**src/hdl/ttus_pkg.sv**
```systemverilog
`timescale 1ns / 1ps

package ttus_pkg;

	localparam int unsigned DATA_W = 64;
	localparam int unsigned SHIFT_W = 7;
	localparam int unsigned POW_W = 84;
	localparam int unsigned MCNT_W = 3;

	localparam logic [DATA_W-1:0] FREQ_RESET = 64'd24000000;
	localparam logic [POW_W-1:0] POW_INIT = 84'd1000000 << 64;
	localparam logic [SHIFT_W-1:0] MAX_SHIFT = 7'd64;
	localparam logic [SHIFT_W-1:0] DIV_STEPS = 7'd64;
	localparam logic [MCNT_W-1:0] MUL_LAST = 3'd4;

	typedef enum logic [2:0] {
		ST_IDLE,
		ST_SEARCH,
		ST_DIVIDE,
		ST_MUL,
		ST_SHIFT
	} state_t;

	typedef struct packed {
		logic cfg_wr;
		logic start;
		logic srch_step;
		logic div_step;
		logic mul_step;
		logic out_load;
	} dp_cmd_t;

	typedef struct packed {
		logic derived;
		logic fit;
		logic div_last;
		logic mul_last;
	} dp_sts_t;

endpackage

```
**src/hdl/ttus_ctrl.sv**
```systemverilog
`timescale 1ns / 1ps

module ttus_ctrl (
	input  logic               clk,
	input  logic               arst_n,
	input  logic               in_valid,
	output logic               in_stall,
	input  logic               cfg_valid,
	output logic               cfg_ready,
	output logic               out_valid,
	input  logic               out_stall,
	output ttus_pkg::dp_cmd_t  cmd,
	input  ttus_pkg::dp_sts_t  sts
);

	ttus_pkg::state_t state_q;
	ttus_pkg::state_t state_nxt;
	logic             ovalid_q;
	logic             out_free;

	assign out_free = !ovalid_q || !out_stall;

	always_ff @(posedge clk or negedge arst_n) begin
		if (!arst_n) begin
			state_q <= ttus_pkg::ST_IDLE;
			ovalid_q <= 1'b0;
		end else begin
			state_q <= state_nxt;
			if (cmd.out_load) begin
				ovalid_q <= 1'b1;
			end else if (!out_stall) begin
				ovalid_q <= 1'b0;
			end
		end
	end

	always_comb begin
		state_nxt = state_q;
		unique case (state_q)
			ttus_pkg::ST_IDLE: begin
				if (in_valid && !cfg_valid) begin
					state_nxt = sts.derived ? ttus_pkg::ST_MUL : ttus_pkg::ST_SEARCH;
				end
			end
			ttus_pkg::ST_SEARCH: begin
				if (sts.fit) begin
					state_nxt = ttus_pkg::ST_DIVIDE;
				end
			end
			ttus_pkg::ST_DIVIDE: begin
				if (sts.div_last) begin
					state_nxt = ttus_pkg::ST_MUL;
				end
			end
			ttus_pkg::ST_MUL: begin
				if (sts.mul_last) begin
					state_nxt = ttus_pkg::ST_SHIFT;
				end
			end
			ttus_pkg::ST_SHIFT: begin
				if (out_free) begin
					state_nxt = ttus_pkg::ST_IDLE;
				end
			end
			default: state_nxt = ttus_pkg::ST_IDLE;
		endcase
	end

	always_comb begin
		cmd = '0;
		in_stall = 1'b1;
		cfg_ready = 1'b0;
		unique case (state_q)
			ttus_pkg::ST_IDLE: begin
				cfg_ready = 1'b1;
				in_stall = cfg_valid;
				cmd.cfg_wr = cfg_valid;
				cmd.start = in_valid && !cfg_valid;
			end
			ttus_pkg::ST_SEARCH: cmd.srch_step = 1'b1;
			ttus_pkg::ST_DIVIDE: cmd.div_step = 1'b1;
			ttus_pkg::ST_MUL: cmd.mul_step = 1'b1;
			ttus_pkg::ST_SHIFT: cmd.out_load = out_free;
			default: cmd = '0;
		endcase
	end

	assign out_valid = ovalid_q;

endmodule

```
**src/hdl/ttus_dp.sv**
```systemverilog
`timescale 1ns / 1ps

module ttus_dp (
	input  logic                            clk,
	input  logic                            arst_n,
	input  ttus_pkg::dp_cmd_t               cmd,
	output ttus_pkg::dp_sts_t               sts,
	input  logic [ttus_pkg::DATA_W-1:0]     counter_frequency,
	input  logic [ttus_pkg::DATA_W-1:0]     tick_count,
	output logic [ttus_pkg::DATA_W-1:0]     microseconds,
	output logic                            overflowed
);

	logic [63:0]  freq_q;
	logic [63:0]  mult_q;
	logic [6:0]   shift_q;
	logic [83:0]  pow_q;
	logic [6:0]   cnt_q;
	logic [63:0]  rem_q;
	logic [63:0]  num_q;
	logic [63:0]  tick_q;
	logic [127:0] acc_q;
	logic [2:0]   mcnt_q;
	logic [63:0]  prod_s1;
	logic [1:0]   sh_s1;
	logic [63:0]  usec_q;
	logic         ovf_q;

	logic [84:0]  sum_w;
	logic [20:0]  sum_hi;
	logic         fit;
	logic [64:0]  trial;
	logic [64:0]  diff;
	logic         ge;
	logic [31:0]  a_half;
	logic [31:0]  b_half;
	logic [127:0] shifted;

	// rounded numerator for the current shift and its fit test
	assign sum_w = {1'b0, pow_q} + {22'b0, freq_q[63:1]};
	assign sum_hi = sum_w[84:64];
	assign fit = {43'b0, sum_hi} < freq_q;

	// restoring division, one quotient bit a cycle
	assign trial = {rem_q, num_q[63]};
	assign ge = trial >= {1'b0, freq_q};
	assign diff = trial - {1'b0, freq_q};

	assign a_half = mcnt_q[0] ? tick_q[63:32] : tick_q[31:0];
	assign b_half = mcnt_q[1] ? mult_q[63:32] : mult_q[31:0];

	assign shifted = acc_q >> shift_q;

	always_ff @(posedge clk or negedge arst_n) begin
		if (!arst_n) begin
			freq_q <= ttus_pkg::FREQ_RESET;
			mult_q <= '0;
			shift_q <= '0;
		end else begin
			if (cmd.cfg_wr) begin
				freq_q <= (counter_frequency == 64'd0) ? 64'd1 : counter_frequency;
				mult_q <= '0;
				shift_q <= '0;
			end
			if (cmd.srch_step && fit) begin
				shift_q <= cnt_q;
			end
			if (cmd.div_step) begin
				mult_q <= {mult_q[62:0], ge};
			end
		end
	end

	always_ff @(posedge clk) begin
		if (cmd.start) begin
			tick_q <= tick_count;
			acc_q <= '0;
			mcnt_q <= '0;
			pow_q <= ttus_pkg::POW_INIT;
			cnt_q <= ttus_pkg::MAX_SHIFT;
		end
		if (cmd.srch_step) begin
			if (fit) begin
				rem_q <= {43'b0, sum_hi};
				num_q <= sum_w[63:0];
				cnt_q <= ttus_pkg::DIV_STEPS;
			end else begin
				pow_q <= pow_q >> 1;
				cnt_q <= cnt_q - 7'd1;
			end
		end
		if (cmd.div_step) begin
			rem_q <= ge ? diff[63:0] : trial[63:0];
			num_q <= {num_q[62:0], 1'b0};
			cnt_q <= cnt_q - 7'd1;
		end
		if (cmd.mul_step) begin
			prod_s1 <= a_half * b_half;
			sh_s1 <= {1'b0, mcnt_q[0]} + {1'b0, mcnt_q[1]};
			mcnt_q <= mcnt_q + 3'd1;
			if (mcnt_q != 3'd0) begin
				acc_q <= acc_q + ({64'b0, prod_s1} << {sh_s1, 5'b0});
			end
		end
		if (cmd.out_load) begin
			usec_q <= shifted[63:0];
			ovf_q <= |shifted[127:64];
		end
	end

	assign sts.derived = shift_q != 7'd0;
	assign sts.fit = fit;
	assign sts.div_last = cnt_q == 7'd1;
	assign sts.mul_last = mcnt_q == ttus_pkg::MUL_LAST;

	assign microseconds = usec_q;
	assign overflowed = ovf_q;

endmodule

```
**src/hdl/tick_to_microsecond_converter_unit.sv**
```systemverilog
// once the scale is held, an accepted request goes straight to the multiply steps
// first request after reset or a frequency write adds a shift search and a
// restoring divide, one quotient bit per cycle, to derive the scale
// requests do not overlap: four 32x32 partial products and the accumulate and shift
// stages precede the next one; the result register frees the input side early
// reset: asynchronous active low, frequency 24000000, scale cleared
`timescale 1ns / 1ps

module tick_to_microsecond_converter_unit (
	input  logic        clk,
	input  logic        arst_n,
	input  logic        in_valid,
	output logic        in_stall,
	input  logic [63:0] tick_count,
	output logic        out_valid,
	input  logic        out_stall,
	output logic [63:0] microseconds,
	output logic        overflowed,
	input  logic        cfg_valid,
	output logic        cfg_ready,
	input  logic [63:0] counter_frequency
);

	ttus_pkg::dp_cmd_t cmd;
	ttus_pkg::dp_sts_t sts;

	ttus_ctrl u_ctrl (
		.clk       (clk),
		.arst_n    (arst_n),
		.in_valid  (in_valid),
		.in_stall  (in_stall),
		.cfg_valid (cfg_valid),
		.cfg_ready (cfg_ready),
		.out_valid (out_valid),
		.out_stall (out_stall),
		.cmd       (cmd),
		.sts       (sts)
	);

	ttus_dp u_dp (
		.clk               (clk),
		.arst_n            (arst_n),
		.cmd               (cmd),
		.sts               (sts),
		.counter_frequency (counter_frequency),
		.tick_count        (tick_count),
		.microseconds      (microseconds),
		.overflowed        (overflowed)
	);

endmodule

```
**config.mk**
```make
export PLATFORM = sky130hd
export DESIGN_NAME = tick_to_microsecond_converter_unit
export DESIGN_NICKNAME = d
export VERILOG_FILES = /design/src/hdl/ttus_pkg.sv /design/src/hdl/ttus_ctrl.sv /design/src/hdl/ttus_dp.sv /design/src/hdl/tick_to_microsecond_converter_unit.sv
export SDC_FILE = /design/constraint.sdc
export NUM_CORES = 2
export LEC_CHECK = 0
export BUFFER_PORTS_ARGS = -buffer_cell sky130_fd_sc_hd__buf_2
export CAP_MARGIN = 40
export CORE_MARGIN = 8
export CORE_UTILIZATION = 65
export DETAILED_ROUTE_END_ITERATION = 6
export PLACE_DENSITY = 0.79
export RECOVER_POWER = 100
export SLEW_MARGIN = 20
export SYNTH_ARGS = -nofsm -noshare
export SYNTH_HDL_FRONTEND = slang
export SYNTH_SLANG_ARGS = --single-unit
```
**constraint.sdc**
```tcl
create_clock -name clk -period 34.7 [get_ports clk]
set_clock_uncertainty 0.15 [all_clocks]
set_input_delay 3.47 -clock clk [delete_from_list [all_inputs] [get_ports clk]]
set_output_delay 3.47 -clock clk [all_outputs]
set_load 0.03 [all_outputs]
```
# Word level (Yosys, flattened, before mapping)
# Index checks and enable logic that the tools add are counted.
[classes]
add_sub_neg = 6
multipliers = 1
order_cmp = 2
eq_ne = 12
n_shift = 2
muxes = 42
reduce_logical = 20
[ops]
columns = ["cell", "count"]
rows = [
  ["64-bit 2-to-1 mux", 10],
  ["128-bit 2-to-1 mux", 3],
  ["84-bit 2-to-1 mux", 3],
  ["128-bit adder", 1],
  ["64-bit by 7-bit << shifter with 128-bit output", 1],
  ["128-bit by 7-bit >> shifter with 128-bit output", 1],
  ["84-bit by 63-bit adder with 85-bit output", 1],
  ["65-bit by 64-bit greater-or-equal comparator with 1-bit output", 1],
  ["64-bit zero test", 1],
  ["21-bit by 64-bit < comparator with 1-bit output", 1],
  ["32-bit by 32-bit multiplier with 64-bit output", 1],
  ["32-bit 2-to-1 mux", 2],
  ["64-bit OR reduction", 1],
  ["64-bit subtractor", 1],
  ["7-bit 2-to-1 mux", 6],
  ["3-bit 2-to-1 mux", 7],
  ["3-bit case mux with 5 select lines", 1],
  ["2-bit nonzero test", 5],
  ["1-bit 2-to-1 mux", 8],
  ["2-bit by 1-bit inequality test with 1-bit output, second input constant", 4],
  ["7-bit by 1-bit equality test with 1-bit output, second input constant", 1],
  ["7-bit nonzero test", 1],
  ["7-bit by 1-bit subtractor with 7-bit output, second input constant", 1],
  ["3-bit by 2-bit equality test with 1-bit output, second input constant", 2],
  ["13 further kinds", 21],
]
[totals]
ff_bits = 684
wordCells = 102

# Longest topological paths before layout
[logic_depth]
depth_word = 6
mapped_depth = 34
depth_no_buf = 29

# By module
# From an unflattened synthesis, not the netlist that was laid out.
[unflattened]
hier_cells = 9661
area_unflattened_um2 = 83980.5
[modules_own_cells]
columns = ["mod", "n_inst", "cells_each", "area_per_inst_um2"]
rows = [
  ["ttus_dp", 1, 9628, 83702.8],
  ["ttus_ctrl", 1, 33, 277.8],
]

# Worst setup path after synthesis
# OpenSTA, ideal clock, no wires.
[synth_path]
path_type = "register -> register"
from = "reg u_dp.freq_q[3]"
to = "reg u_dp.num_q[10] (enable)"
setup_ns = 0.788
arrival_ns = 13.740
setup_slack_ns = 20.022
stages_incl_launch_ff = 24
path_buffers = 1
synth_period_minus_slack_ns = 14.678
path_cell_list = "dfrtp_1 -> ha_1 -> o21ai_0 -> nor4_1 -> o31ai_1 -> a2111oi_0 -> o21bai_1 -> a22oi_1 -> a31o_2 -> a21boi_1 -> buf_6 -> nor3b_1 -> xor2_1 -> ha_1 -> a21o_1 -> a21o_1 -> a21o_1 -> a21o_1 -> a21o_1 -> a21o_1 -> a21oi_1 -> and3_1 -> a21oi_1 -> o21ai_0"
[synth_between]
elab_chain_len = 4
[synth_lines]
columns = ["item", "line_no", "source"]
rows = [
  ["from (decl)", "ttus_dp.sv:14", "logic [63:0] freq_q;"],
  ["from (signal assigned)", "ttus_dp.sv:56", "freq_q <= ttus_pkg::FREQ_RESET;"],
  ["from (signal assigned)", "ttus_dp.sv:61", "freq_q <= (counter_frequency == 64'd0) ? 64'd1 : counter_frequency;"],
  ["84-bit by 63-bit adder with 85-bit output", "ttus_dp.sv:40", "assign sum_w = {1'b0, pow_q} + {22'b0, freq_q[63:1]};"],
  ["21-bit by 64-bit < comparator with 1-bit output *", "ttus_dp.sv:42", "assign fit = {43'b0, sum_hi} < freq_q;"],
  ["2-bit nonzero test (no line) *", "-", ""],
  ["2-bit AND reduction (no line) *", "-", ""],
  ["to (signal assigned)", "ttus_dp.sv:85", "num_q <= sum_w[63:0];"],
  ["to (signal assigned)", "ttus_dp.sv:94", "num_q <= {num_q[62:0], 1'b0};"],
  ["to (decl)", "ttus_dp.sv:20", "logic [63:0] num_q;"],
]
# Mark *: on every way between the ends. The rest lies on a longest branch, timed or not.
# A chain may end at the register's enable or synchronous reset.

# Worst setup path in the final report
[layout_path]
from = "reg u_dp.freq_q[1]"
to = "reg u_dp.num_q[14] (enable)"
# Same word-level chain as after synthesis.

==> flow_metrics.env <==
export IMPL_top_layer="met5"
export IMPL_num_vias=72300
export IMPL_wl_met1_microns=109000
export IMPL_routed_wl_met3_microns=32800
export IMPL_outcome="finished with violations"
export IMPL_ys_top_cells_by_count="nand2_1 (1389), nor2_1 (1091), inv_1 (1033)"
export IMPL_crit_top_cell="a21o_1"
export IMPL_drtIter0Drc=8477
export IMPL_clk_latency_ns=0.72
export IMPL_ys_ff_latch=684
export IMPL_min_to="u_dp.num_q[0]"
export IMPL_timing_final_crit_period_ns=14.00
export IMPL_htreeDepth=3
export IMPL_arrival_ns=13.93
export IMPL_violations="max-capacitance violations, max-slew violations"
export IMPL_firstDrtPassIters=7
export IMPL_root_buffer="clkbuf_16"
export IMPL_grt_max_degree=128
export IMPL_core_area_sq_um=127000
export IMPL_netlist_area_sq_um=83200
export IMPL_antenna_left=0
export IMPL_met2_wirelength_microns=120000
export IMPL_async_flop_share_pct=20.3
export IMPL_antenna_found_initial=12
export IMPL_grt_pass1_vias=72500
export IMPL_synth_edf_count=332
export IMPL_yosys_area_top_type="fa_1"
export IMPL_io_pins=201
export IMPL_numPortBuffers=200
export IMPL_post_cts_buffers=0
export IMPL_layout_nets=11000
export IMPL_multi_input_area_sq_um=59700
export IMPL_track_usage_pct=39.2
export IMPL_r2r_worst_path_cells=28
export IMPL_period_share_pct=40.3
export IMPL_vias_per_cell=6.48
export IMPL_cts_path_max_buffers=3
export IMPL_netlist_area_leader_share_pct=21.6
export IMPL_slew_headroom_pct=-406
export IMPL_setup_tns_ns=0
export IMPL_hold_viol=0
export IMPL_clkSlewWorstSetupHoldPaths_ns=0.06
export IMPL_drive_gt1_share_pct=7.72
export IMPL_synthesis_nets=11100
export IMPL_netlist_top_cells_area="fa_1 (22%), edfxtp_1 (12%), ha_1 (8.1%), nand2_1 (6.3%), dfxtp_1 (5.1%)"
export IMPL_slowest_delay_ns=5.27
export IMPL_remaining_drc_errors=0
export IMPL_postCtsHoldBufs=0
export IMPL_crit_buf_inv=5
export IMPL_numCtsBuffers=80
export IMPL_die_width_microns=374
export IMPL_seq_area_sq_um=17700
export IMPL_yosys_warnings=0
export IMPL_crit_slowest_cell="clkbuf_1"
export IMPL_area_growth_pct=6.05
export IMPL_cts_resized_gates=0
export IMPL_rr_startpoint="u_dp.freq_q[1]"
export IMPL_tightestPinTransition_ns=7.58
export IMPL_critPathKind="reg2reg"
export IMPL_setup_slack_ns=20.70
export IMPL_gp_congestion=1.02
export IMPL_dp_hpwl_microns=216000
export IMPL_yosysMostFrequentCell="nand2_1"
export IMPL_grt_overflow_total=0
export IMPL_crit_family="buffers and inverters"
export IMPL_worstPathRequired_ns=34.63
export IMPL_fill_cells=10200
export IMPL_r2r_end="u_dp.num_q[14]"
export IMPL_maxCapViolations=23
export IMPL_cts_sinks=684
export IMPL_syn_inst=9547
export IMPL_tritoncts="done"
export IMPL_max_freq_ghz=0.0714
export IMPL_min_path_cells=2
export IMPL_die_h_microns=374
export IMPL_path_max_fanout=127
export IMPL_seq_area_frac_synth_pct=21.3
export IMPL_grt_pass1_wl_microns=429000
export IMPL_rsz0062_at_grt="no"
export IMPL_startpoint_type="register"
export IMPL_rows=131
export IMPL_dp_slack_ns=24.43
export IMPL_synthDistinctLibCells=96
export IMPL_drv_slew=1219
export IMPL_min_path_type="reg2reg"
export IMPL_finalSetupViolations=0
export IMPL_start_util_pct=65.3
export IMPL_ff2ff_setup_slack_ns=20.70
export IMPL_synthFlopType="edfxtp_1"
export IMPL_wl_per_cell_microns=25.2
export IMPL_avgSynthCellArea_sq_um=8.72
export IMPL_min_from="u_dp.num_q[0]"
export IMPL_wl_microns=281000
export IMPL_die_area_sq_um=140000
export IMPL_end_kind="register"
==> sequential cells by signal, summed over array words and instances, names as in the netlist <==
name and count:
u_ctrl.out_valid 1, u_ctrl.state_q 3, u_dp.acc_q 128, u_dp.cnt_q 7, u_dp.freq_q 64, u_dp.mcnt_q 3, u_dp.microseconds 64, u_dp.mult_q 64
u_dp.num_q 64, u_dp.overflowed 1, u_dp.pow_q 84, u_dp.prod_s1 64, u_dp.rem_q 64, u_dp.sh_s1 2, u_dp.shift_q 7, u_dp.tick_q 64
==> cells by family (layout without fill, tap and decap cells) <==
logic type | count (synthesis) | after routing | share of synthesized area (%)
AO/OA/AOI/OAI | 1786 | 1786 | 13.5
adder cells (fa/ha/maj) | 1440 | 1440 | 29.8
AND/OR/NAND/NOR | 3182 | 3182 | 16.2
buffers and inverters | 1602 | 1533 | 7.33
multiplexers | 534 | 534 | 8.49
XOR/XNOR | 319 | 319 | 3.36
other | 0 | 5 | 0
flip-flops | 684 | 684 | 21.3
==> worst max-delay path by stage <==
| stage | start | endpoint | cells after the start | slack [ns] |
|---|---|---|---|---|
| 2_1_floorplan | u_dp.freq_q[3] | u_dp.num_q[10] | 23 | 20.02 |
| 3_3_place_gp | u_dp.mcnt_q[0] | u_dp.prod_s1[63] | 27 | 24.59 |
| 3_5_place_dp | u_dp.mcnt_q[0] | u_dp.prod_s1[63] | 27 | 24.43 |
| 4_1_cts | u_dp.mcnt_q[0] | u_dp.prod_s1[63] | 27 | 24.48 |
| 5_1_grt | u_dp.freq_q[1] | u_dp.num_q[14] | 28 | 19.94 |
| 6_report | u_dp.freq_q[1] | u_dp.num_q[14] | 28 | 20.70 |
==> per-stage QoR <==
| stage | instances | area [sq um] | utilization (%) | hold slack, ns |
|---|---|---|---|---|
| finish | 11100 | 88300 | 69.3 | 0.312 |
| global route | 11100 | 88200 | 69.3 | 0.353 |
| CTS | 11100 | 88400 | 69.4 | 0.312 |
| detailed placement | 11000 | 85700 | 67.3 | 0.302 |
| global placement | 11000 | 85300 | 67.0 | 0.296 |
| floorplan | 9547 | 83200 | - | 0.283 |
==> cell type report <==
| cell class | count | area share [%] |
|---|---|---|
| Clock inverter | 44 | 0.610 |
| Multi-Input combinational cell | 7261 | 67.6 |
| Antenna cell | 5 | 0.0142 |
| Tap cell | 1662 | 2.36 |
| Timing Repair Buffer | 346 | 2.40 |
| Inverter | 1037 | 4.42 |
| Clock buffer | 106 | 2.50 |
| Sequential cell | 684 | 20.1 |
==> worst min-delay path, delay by kind of cell (launching register included) <==
kind | cells | cell delay [ns]
DFF | 1 | 0.31
muxes | 1 | 0.06
and+or+nand+nor | 1 | 0.05
==> layout by cell type, fill, tap and decap left out, drive strengths merged, types with 52 or more instances in the layout <==
cell type | Yosys | layout
a21oi | 464 | 464
nor3 | 65 | 65
o21ai | 528 | 528
dfrtp | 129 | 129
nor2 | 1091 | 1091
a31oi | 66 | 66
nor2b | 85 | 85
and2 | 53 | 53
nand3 | 178 | 178
mux4 | 123 | 123
mux2i | 266 | 266
clkbuf | 467 | 211
xnor2 | 182 | 182
nor4 | 52 | 52
a22o | 112 | 112
dfxtp | 213 | 213
a21o | 220 | 220
mux2 | 145 | 145
xor2 | 137 | 137
nand2 | 1389 | 1389
fa | 899 | 899
nand4 | 109 | 109
inv | 1036 | 1038
edfxtp | 332 | 332
buf | 98 | 241
o21bai | 64 | 64
ha | 541 | 541
a211oi | 58 | 58
==> layer usage <==
layer / up-vias / GRT usage, %
met3: 1004 / 11.1
li1: 31800 / -
met5: - / 0
met1: 35100 / 51.5
met2: 4323 / 59.0
met4: 14 / 21.2
Power is not shown: default switching activity piles up to over one toggle a cycle in this logic, so the estimate is an artifact.
